==> src/sv/pct_pkg.sv <==
`timescale 1ns / 1ps
// ----------------------------------------------------------------------------
// Pixel color transform package
// Shared widths, codes, coefficient tables and payload types for the
// pixel color transform pipeline.
// ----------------------------------------------------------------------------
package pct_pkg;

   // Fixed-point precision of the color coefficients.
   localparam int COEF_FRAC_BITS = 16;

   localparam int CHAN_W = 8;
   localparam int COEF_W = COEF_FRAC_BITS;
   localparam int PROD_W = CHAN_W + COEF_W;
   localparam int SUM_W  = PROD_W + 2;
   localparam int INT_W  = SUM_W - COEF_FRAC_BITS;

   // Configuration port.
   localparam int CSR_INDEX_W = 2;
   localparam int CSR_DATA_W  = 8;
   localparam logic [CSR_INDEX_W-1:0] CSR_MODE      = CSR_INDEX_W'(0);
   localparam logic [CSR_INDEX_W-1:0] CSR_MAX_VALUE = CSR_INDEX_W'(1);

   localparam logic [CHAN_W-1:0] MAX_VALUE_RESET = CHAN_W'(255);
   localparam logic [CHAN_W-1:0] CHAN_MAX        = CHAN_W'(255);

   typedef enum logic [1:0] {
      MODE_INVERT = 2'd0,
      MODE_GRAY   = 2'd1,
      MODE_SEPIA  = 2'd2,
      MODE_PASS   = 2'd3
   } mode_type;

   // Rounds a coefficient given in thousandths to the fixed-point format,
   // with halves rounded up.
   function automatic logic [COEF_W-1:0] coef(input longint thousandths);
      longint scaled;
      scaled = ((thousandths <<< COEF_FRAC_BITS) + 64'sd500) / 64'sd1000;
      return COEF_W'(scaled);
   endfunction

   // Coefficient matrix: one row per output channel, one column per input
   // channel (red, green, blue).
   typedef logic [0:2][0:2][COEF_W-1:0] coef_matrix_type;

   localparam coef_matrix_type GRAY_COEF = '{
      '{coef(299), coef(587), coef(114)},
      '{coef(299), coef(587), coef(114)},
      '{coef(299), coef(587), coef(114)}
   };

   localparam coef_matrix_type SEPIA_COEF = '{
      '{coef(393), coef(769), coef(189)},
      '{coef(349), coef(686), coef(168)},
      '{coef(272), coef(534), coef(131)}
   };

   // Channel payloads.
   typedef struct packed {
      logic [CHAN_W-1:0] red_in;
      logic [CHAN_W-1:0] green_in;
      logic [CHAN_W-1:0] blue_in;
   } req_payload_type;

   typedef struct packed {
      logic [CHAN_W-1:0] red_out;
      logic [CHAN_W-1:0] green_out;
      logic [CHAN_W-1:0] blue_out;
   } rsp_payload_type;

   // Pipeline stage payloads.
   typedef struct packed {
      mode_type                      mode;
      logic [0:2][CHAN_W-1:0]        bypass;
      logic [0:2][0:2][PROD_W-1:0]   prod;
   } mult_stage_type;

   typedef struct packed {
      mode_type                mode;
      logic [0:2][CHAN_W-1:0]  bypass;
      logic [0:2][SUM_W-1:0]   sum;
   } sum_stage_type;

endpackage

==> src/sv/pct_mult_stage.sv <==
`timescale 1ns / 1ps
// ----------------------------------------------------------------------------
// Pixel color transform multiply stage
// Forms the nine channel-by-coefficient products and the invert or
// pass-through pixel, and registers them.
// ----------------------------------------------------------------------------
module pct_mult_stage
   import pct_pkg::*;
(
   input  logic             clock,
   input  logic             load,
   input  req_payload_type  pixel,
   input  mode_type         mode,
   input  logic [CHAN_W-1:0] max_value,
   output mult_stage_type   stage_q
);

   mult_stage_type          stage_ff;
   mult_stage_type          stage_in;
   coef_matrix_type         coef_sel;
   logic [0:2][CHAN_W-1:0]  chan;

   // Select the coefficient matrix for the current transform.
   always_comb begin
      case (mode)
         MODE_GRAY: begin
            coef_sel = GRAY_COEF;
         end
         default: begin
            coef_sel = SEPIA_COEF;
         end
      endcase
   end

   // Products and the bypass pixel for the transforms without arithmetic.
   always_comb begin
      chan[0] = pixel.red_in;
      chan[1] = pixel.green_in;
      chan[2] = pixel.blue_in;
      stage_in.mode = mode;
      for (int c = 0; c < 3; c++) begin
         if (mode == MODE_INVERT) begin
            stage_in.bypass[c] = max_value - chan[c];
         end else begin
            stage_in.bypass[c] = chan[c];
         end
      end
      for (int r = 0; r < 3; r++) begin
         for (int c = 0; c < 3; c++) begin
            stage_in.prod[r][c] = PROD_W'(chan[c]) * PROD_W'(coef_sel[r][c]);
         end
      end
   end

   // Payload register, advanced when the pipeline moves.
   always_ff @(posedge clock) begin
      if (load) begin
         stage_ff <= stage_in;
      end
   end

   assign stage_q = stage_ff;

endmodule

==> src/sv/pct_sum_stage.sv <==
`timescale 1ns / 1ps
// ----------------------------------------------------------------------------
// Pixel color transform sum stage
// Adds the three products of each output channel exactly.
// ----------------------------------------------------------------------------
module pct_sum_stage
   import pct_pkg::*;
(
   input  logic            clock,
   input  logic            load,
   input  mult_stage_type  stage_d,
   output sum_stage_type   stage_q
);

   sum_stage_type  stage_ff;
   sum_stage_type  stage_in;

   // One three-term sum per output channel.
   always_comb begin
      stage_in.mode   = stage_d.mode;
      stage_in.bypass = stage_d.bypass;
      for (int r = 0; r < 3; r++) begin
         stage_in.sum[r] = SUM_W'(stage_d.prod[r][0]) + SUM_W'(stage_d.prod[r][1])
                         + SUM_W'(stage_d.prod[r][2]);
      end
   end

   // Payload register, advanced when the pipeline moves.
   always_ff @(posedge clock) begin
      if (load) begin
         stage_ff <= stage_in;
      end
   end

   assign stage_q = stage_ff;

endmodule

==> src/sv/pct_out_stage.sv <==
`timescale 1ns / 1ps
// ----------------------------------------------------------------------------
// Pixel color transform output stage
// Drops the fraction, saturates at full scale and selects the final pixel
// into the output register.
// ----------------------------------------------------------------------------
module pct_out_stage
   import pct_pkg::*;
(
   input  logic             clock,
   input  logic             load,
   input  sum_stage_type    stage_d,
   output rsp_payload_type  pixel
);

   rsp_payload_type         pixel_ff;
   rsp_payload_type         pixel_in;
   logic [0:2][INT_W-1:0]   whole;
   logic [0:2][CHAN_W-1:0]  sat;
   logic [0:2][CHAN_W-1:0]  result;

   // Truncate toward zero and clamp at the channel maximum.
   always_comb begin
      for (int r = 0; r < 3; r++) begin
         whole[r] = INT_W'(stage_d.sum[r] >> COEF_FRAC_BITS);
         if (whole[r] > INT_W'(CHAN_MAX)) begin
            sat[r] = CHAN_MAX;
         end else begin
            sat[r] = whole[r][CHAN_W-1:0];
         end
      end
   end

   // Weighted sums for grayscale and sepia, the bypass pixel otherwise.
   always_comb begin
      case (stage_d.mode)
         MODE_GRAY, MODE_SEPIA: begin
            result = sat;
         end
         default: begin
            result = stage_d.bypass;
         end
      endcase
      pixel_in.red_out   = result[0];
      pixel_in.green_out = result[1];
      pixel_in.blue_out  = result[2];
   end

   // Output register.
   always_ff @(posedge clock) begin
      if (load) begin
         pixel_ff <= pixel_in;
      end
   end

   assign pixel = pixel_ff;

endmodule

==> src/sv/pixel_color_transform.sv <==
`timescale 1ns / 1ps
// A request passes the multiply, sum and output registers in turn; rsp_valid
// rises once it reaches the output register, and holds there until taken.
// Throughput: one pixel per cycle while rsp_stall is low; the three register
// stages (multiply, sum, saturate and select) each take a new pixel every cycle.
// Reset: synchronous; empties the pipeline, mode returns to invert and
// max_value to 255.
// ----------------------------------------------------------------------------
// Pixel color transform
// Per-pixel invert, grayscale, sepia or pass-through of an RGB pixel with
// 8-bit channels, in a three-stage pipeline with valid/stall handshakes.
// ----------------------------------------------------------------------------
module pixel_color_transform
   import pct_pkg::*;
(
   input  logic                    clock,
   input  logic                    reset,
   // Request channel
   input  logic                    req_valid,
   output logic                    req_stall,
   input  req_payload_type         req_data,
   // Response channel
   output logic                    rsp_valid,
   input  logic                    rsp_stall,
   output rsp_payload_type         rsp_data,
   // Configuration port
   input  logic                    csr_we,
   input  logic [CSR_INDEX_W-1:0]  csr_index,
   input  logic [CSR_DATA_W-1:0]   csr_wdata
);

   mode_type           mode_ff;
   mode_type           mode_in;
   logic [CHAN_W-1:0]  max_value_ff;
   logic [CHAN_W-1:0]  max_value_in;

   logic               valid1_ff, valid1_in;
   logic               valid2_ff, valid2_in;
   logic               valid3_ff, valid3_in;
   logic               load1, load2, load3;

   mult_stage_type     mult_q;
   sum_stage_type      sum_q;

   // Configuration registers.
   always_comb begin
      mode_in      = mode_ff;
      max_value_in = max_value_ff;
      if (csr_we) begin
         case (csr_index)
            CSR_MODE: begin
               mode_in = mode_type'(csr_wdata[1:0]);
            end
            CSR_MAX_VALUE: begin
               max_value_in = csr_wdata[CHAN_W-1:0];
            end
            default: begin
            end
         endcase
      end
   end

   always_ff @(posedge clock) begin
      if (reset) begin
         mode_ff      <= MODE_INVERT;
         max_value_ff <= MAX_VALUE_RESET;
      end else begin
         mode_ff      <= mode_in;
         max_value_ff <= max_value_in;
      end
   end

   // A stage loads when it is empty or when the stage after it moves on.
   always_comb begin
      load3 = !valid3_ff || !rsp_stall;
      load2 = !valid2_ff || load3;
      load1 = !valid1_ff || load2;
      valid1_in = load1 ? req_valid : valid1_ff;
      valid2_in = load2 ? valid1_ff : valid2_ff;
      valid3_in = load3 ? valid2_ff : valid3_ff;
   end

   always_ff @(posedge clock) begin
      if (reset) begin
         valid1_ff <= 1'b0;
         valid2_ff <= 1'b0;
         valid3_ff <= 1'b0;
      end else begin
         valid1_ff <= valid1_in;
         valid2_ff <= valid2_in;
         valid3_ff <= valid3_in;
      end
   end

   assign req_stall = !load1;
   assign rsp_valid = valid3_ff;

   // Datapath stages.
   pct_mult_stage u_mult (
      .clock     (clock),
      .load      (load1),
      .pixel     (req_data),
      .mode      (mode_ff),
      .max_value (max_value_ff),
      .stage_q   (mult_q)
   );

   pct_sum_stage u_sum (
      .clock   (clock),
      .load    (load2),
      .stage_d (mult_q),
      .stage_q (sum_q)
   );

   pct_out_stage u_out (
      .clock   (clock),
      .load    (load3),
      .stage_d (sum_q),
      .pixel   (rsp_data)
   );

endmodule
==> config.mk <==
export PLATFORM = sky130hd
export DESIGN_NAME = pixel_color_transform
export DESIGN_NICKNAME = d
export VERILOG_FILES = /design/src/sv/pct_pkg.sv /design/src/sv/pct_mult_stage.sv /design/src/sv/pct_sum_stage.sv /design/src/sv/pct_out_stage.sv /design/src/sv/pixel_color_transform.sv
export SDC_FILE = /design/constraint.sdc
export NUM_CORES = 2
export LEC_CHECK = 0
export ABC_AREA = 1
export BUFFER_PORTS_ARGS = -buffer_cell sky130_fd_sc_hd__buf_4
export CAP_MARGIN = 10
export CORE_MARGIN = 3
export CORE_UTILIZATION = 31
export CTS_CLUSTER_DIAMETER = 60
export CTS_CLUSTER_SIZE = 16
export DETAILED_ROUTE_END_ITERATION = 8
export SYNTH_ARGS = -nofsm -noshare
export SYNTH_HDL_FRONTEND = slang
export SYNTH_SLANG_ARGS = --single-unit
==> constraint.sdc <==
create_clock -name clock -period 10.9 [get_ports clock]
set_clock_uncertainty 0.05 [all_clocks]
set_input_delay 1.09 -clock clock [delete_from_list [all_inputs] [get_ports clock]]
set_output_delay 1.09 -clock clock [all_outputs]
set_load 0.02 [all_outputs]
Word-level counts from Yosys, hierarchy flattened
Index checks and enable logic that the tools add are counted.
Storage, ports and cells
  word-level logic and storage cells: 74
  input port bits: 39
  output and inout port bits: 26
  register bits: 383
Cells by class
  equality and inequality tests: 4
  reduce and logical (&&, ||, !) cells: 13
  multipliers: 9
  mux-type cells: 8
  add/subtract/negate cells: 9
  magnitude comparators: 3
Operator list (count)
  $mul A8 B16 Y24: 8
  $mux W142: 1
  $add A26 B24 Y26: 3
  $add A24 B24 Y25: 3
  $mux W8: 6
  $gt A10 B8 Y1 const B: 3
  $mux W24: 1
  $sub A8 B8 Y8: 3
  $mul A8 B15 Y23: 1
  $eq A2 B1 Y1 const B: 3
  $logic_not A1 Y1: 5
  $logic_not A2 Y1: 2
  $reduce_and A2 Y1: 2
  $logic_or A1 B1 Y1: 3
  $eq A2 B2 Y1 const B: 1
  $reduce_or A2 Y1: 1

Logic depth before layout (Yosys ltp)
  word-level depth: 5
  mapped depth: 30
  depth with buffers taken out: 30

By module
Synthesis repeated with hierarchy kept, for this count alone.
Second synthesis, totals
  cells, all modules: 5864
  area total of the unflattened synthesis: 46497.1 um^2
Modules (own cells, without submodules)
  pct_mult_stage: sequential area each 6936.7 um^2, area an instance 33883.7 um^2, times used 1, cells an instance 4171
  pct_sum_stage: sequential area each 3123.0 um^2, area an instance 10781.6 um^2, times used 1, cells an instance 1472
  pct_out_stage: sequential area each 720.7 um^2, area an instance 1306.3 um^2, times used 1, cells an instance 158
  pixel_color_transform: sequential area each 260.2 um^2, area an instance 525.5 um^2, times used 1, cells an instance 63

Least setup slack after synthesis
No wires, ideal clock.
  path kind: in2reg
  from: in rsp_stall
  to: reg u_mult.stage_ff, in the netlist u_mult.stage_q[0] (enable)
  arrival: 7.834 ns
  stages on the path: 5
  buffers on the path: 0
  slack: 2.435 ns
  setup time: 0.581 ns
  data required time: 10.269 ns
  cells stage by stage: nand2_1 > nor2_1 > inv_1 > nor2_1 > inv_1
Between the ends
  word-level cells in the longest chain between the ends: 4
Ends and longest elaborated chain
  start: declaration: line pixel_color_transform.sv:24  | input logic rsp_stall,
  $logic_not A1 Y1: line pixel_color_transform.sv:75  | load3 = !valid3_ff || !rsp_stall;
  $logic_or A1 B1 Y1: line pixel_color_transform.sv:75
  $logic_or A1 B1 Y1: line pixel_color_transform.sv:76  | load2 = !valid2_ff || load3;
  net load2: line pixel_color_transform.sv:40  | logic load1, load2, load3;
  $logic_or A1 B1 Y1: line pixel_color_transform.sv:77  | load1 = !valid1_ff || load2;
  end signal: assignment: line pct_mult_stage.sv:58  | stage_ff <= stage_in;
  end: declaration: line pct_mult_stage.sv:18  | mult_stage_type stage_ff;
The timed path passes the listed nets, and every way through them passes these cells.
A chain may end at the register's enable or synchronous reset.

==> out/qor.yml <==
status: "finished clean"
crit_type: "flip-flop to flip-flop"
yosysTopAreaCell: "edfxtp_1"
hold-path-cell-count: 0
wire_per_inst_um: 17.87
synth-async-reset-ratio: 0
setup_ws_ps: 4354
dr_wl_met2_um: 66420
antenna_found_initial: 11
dp_hpwl_um: 127600
synthFlopType: "edfxtp_1"
top_layer_used: "met5"
grt_max_degree: 141
synthTopCellsByCount: "1,692 x nand2_1, 1,402 x inv_1, 674 x ha_1"
cts_resized: 0
p_seq_frac: 0.149
critPathTopFamily: "adder cells"
synth-seq-area-share: 0.2087
p_switching_mw: 9.411
io_pins: 65
nets: 7368
finalMaxSlewViolations: 0
max_stage_delay_ps: 1020
rsz0062_at_grt: "no"
leakagePower_nw: 27.63
wl_met1_um: 67350
drt_iter0_drc: 2689
worst_slew_pin_slew_ps: 1236
start_util: 0.3135
clk_pin_slew_ps: 70
whs_endpoint: "u_sum.stage_q[90]"
detail_route.vias_per_cell: 4.766
cp.required_ps: 11230
setup_tns_ps: 0
crit_fanout: 33
port_buffers: 64
cp.arrival_ps: 6870
period_minus_slack_ps: 6546
cts-root-buf: "clkbuf_16"
grt-ovfl-total: 0
min_path_type: "flip-flop to flip-flop"
fin_util: 0.3452
die_w_um: 390.6
place.gp.congestion: 0.9545
power.density_mw_per_mm2: 327.7
synthesis.area_mm2: 0.04585
cp_cell_sequence: "inv_1, nor2_4, buf_4, inv_2, nor2_1, inv_1, fa_1, inv_1, fa_1, inv_1, fa_1, fa_1, inv_1, ha_1, nand2_1, inv_1, nand2_1, nor3_1, nand3_1, nand4_1, nand2_1"
start_kind: "flip-flop"
synth.distinct_cells: 38
post-place-ws_ps: 4446
wl_met3_um: 8937
synth_top_area_share: 0.2030
first_pass_iters: 8
p_comb_frac: 0.757
synth-edff-count: 310
synth_area_leaders: "edfxtp_1 20%, ha_1 18%, fa_1 16%"
switching_share: 0.5688
p_int_mw: 7.136
drive_gt1_frac: 0.03040
clock_path_buffers: 3
setup_viol: 0
relSlewSlack: 0.1670
netlist_instances: 6152
hold_start: "u_mult.stage_q[228]"
synthToLayoutAreaGrowth_pct: 10.11
hold_buffers: 0
yosysMostFrequentCell: "nand2_1"
cts_tree: "done"
finalHoldViolCount: 0
crit_buf_inv: 8
r2r_start: "mode_ff[0]"
worst_path_max_delay_cell: "nor2_1"
drt-total-wl_um: 147200
power_frac_clock: 0.093
r2r_end: "u_mult.stage_q[20]"
drc: 0
first_global_vias: 38890
max_freq_ghz: 0.1528
postCtsSetupRepairBufs: 0
die_area_mm2: 0.1525
cts-htree-levels: 2
yosys_warnings: 0
cts_sinks: 323
ir_worst_vdd_mv: 0.1552
insertion_delay_ps: 630
cpMostUsedCell: "inv_1"
crit_path_end_kind: "flip-flop"
synth_area_per_cell_um2: 7.453
cts_made_buffers: 43
place_inst: 8153
fin_crit_sh: 0.6006
core_area_mm2: 0.1463
reg2reg_slack_ps: 4350
reg2reg_depth: 21
stdcell_count: 8236
drv_cap: 0
grt_usage: 0.1931
ant_nets: 0
grt_pass1_wl_um: 226900
die_h_um: 390.6
ys_ff_latch: 323
vias: 39250
rows: 140
[stage by stage]
step | hold WS, ps | area, µm² | total power, mW
2_1_floorplan | 350.3 | 45980 | 11.09
3_3_place_gp | 350.4 | 48900 | 14.89
3_5_place_dp | 356.1 | 48900 | 14.89
4_1_cts | 368.0 | 50480 | 16.56
5_1_grt | 377.7 | 50480 | 18.37
6_report | 371.8 | 50490 | 16.55
[worst max-delay path by stage]
stage | from | to | slack [ps] | depth (start not counted)
2_1_floorplan | rsp_stall | u_mult.stage_q[0] | 2430 | 5
3_3_place_gp | mode_ff[0] | u_mult.stage_q[20] | 4500 | 21
3_5_place_dp | mode_ff[0] | u_mult.stage_q[20] | 4450 | 21
4_1_cts | mode_ff[0] | u_mult.stage_q[20] | 4440 | 21
5_1_grt | mode_ff[0] | u_mult.stage_q[20] | 4030 | 21
6_report | mode_ff[0] | u_mult.stage_q[20] | 4350 | 21
[worst register-to-register path, delay by kind of cell (launching register included)]
kind | cells | cell delay [ps]
and+or+nand+nor | 8 | 1790
DFF | 1 | 370
adders and majority gates | 5 | 2530
buffers and inverters | 8 | 1580
[cell usage in the layout (no fill, tap or decap), types with 40 or more instances in the layout]
master | Yosys | final
a21oi_1 | 264 | 264
buf_4 | 0 | 81
clkbuf_16 | 0 | 45
edfxtp_1 | 310 | 310
fa_1 | 374 | 374
ha_1 | 674 | 674
inv_1 | 1402 | 1400
nand2_1 | 1692 | 1692
nand3_1 | 277 | 277
nand4_1 | 129 | 129
nor2_1 | 507 | 506
nor3_1 | 74 | 73
o21ai_0 | 122 | 122
xnor2_1 | 41 | 40
xor2_1 | 101 | 101
[cells by family after synthesis]
| kind of cell | after synthesis | share of synthesized area |
|---|---|---|
| flops | 323 | 0.2087 |
| fa+ha+maj | 1048 | 0.3472 |
| compound gates | 468 | 0.05513 |
| buf+inv | 1442 | 0.1182 |
| simple gates | 2727 | 0.2434 |
| other cells | 2 | 0.0001638 |
| xor+xnor | 142 | 0.02713 |
[power groups by stage]
stage               sequential, mW  combinational (mW)  clock (mW)
finish                        2.47                12.5        1.54
global route                  2.51                14.2        1.63
CTS                           2.49                12.5        1.59
detailed placement            2.50                12.4           0
global placement              2.51                12.4           0
floorplan                     2.32                8.77           0
[registers in the layout, summed over array words and instances, names as in the netlist]
signal,flops
u_out.pixel,24
mode_ff,2
u_mult.stage_q,230
valid2_ff,1
max_value_ff,8
u_sum.stage_q,56
valid1_ff,1
rsp_valid,1
[metal layers]
| metal | global-route usage | up-vias |
|---|---|---|
| li1 | - | 19520 |
| met1 | 0.2619 | 18500 |
| met2 | 0.3170 | 1003 |
| met3 | 0.02987 | 226 |
| met4 | 0.05612 | 4 |
| met5 | 0 | - |
[cell type report]
| type | count | area [µm²] |
|---|---|---|
| multi-input cells | 4423 | 31010 |
| repair buffers | 82 | 628.1 |
| inverters | 1408 | 5293 |
| flip-flops and latches | 323 | 9569 |
| fillers | 15520 | 95780 |
| diodes | 3 | 7.507 |
| clock buffers | 48 | 1137 |
| clock inverters | 32 | 444.2 |
| well taps | 1917 | 2399 |
No activity file was read; power rests on OpenSTA's default activity.
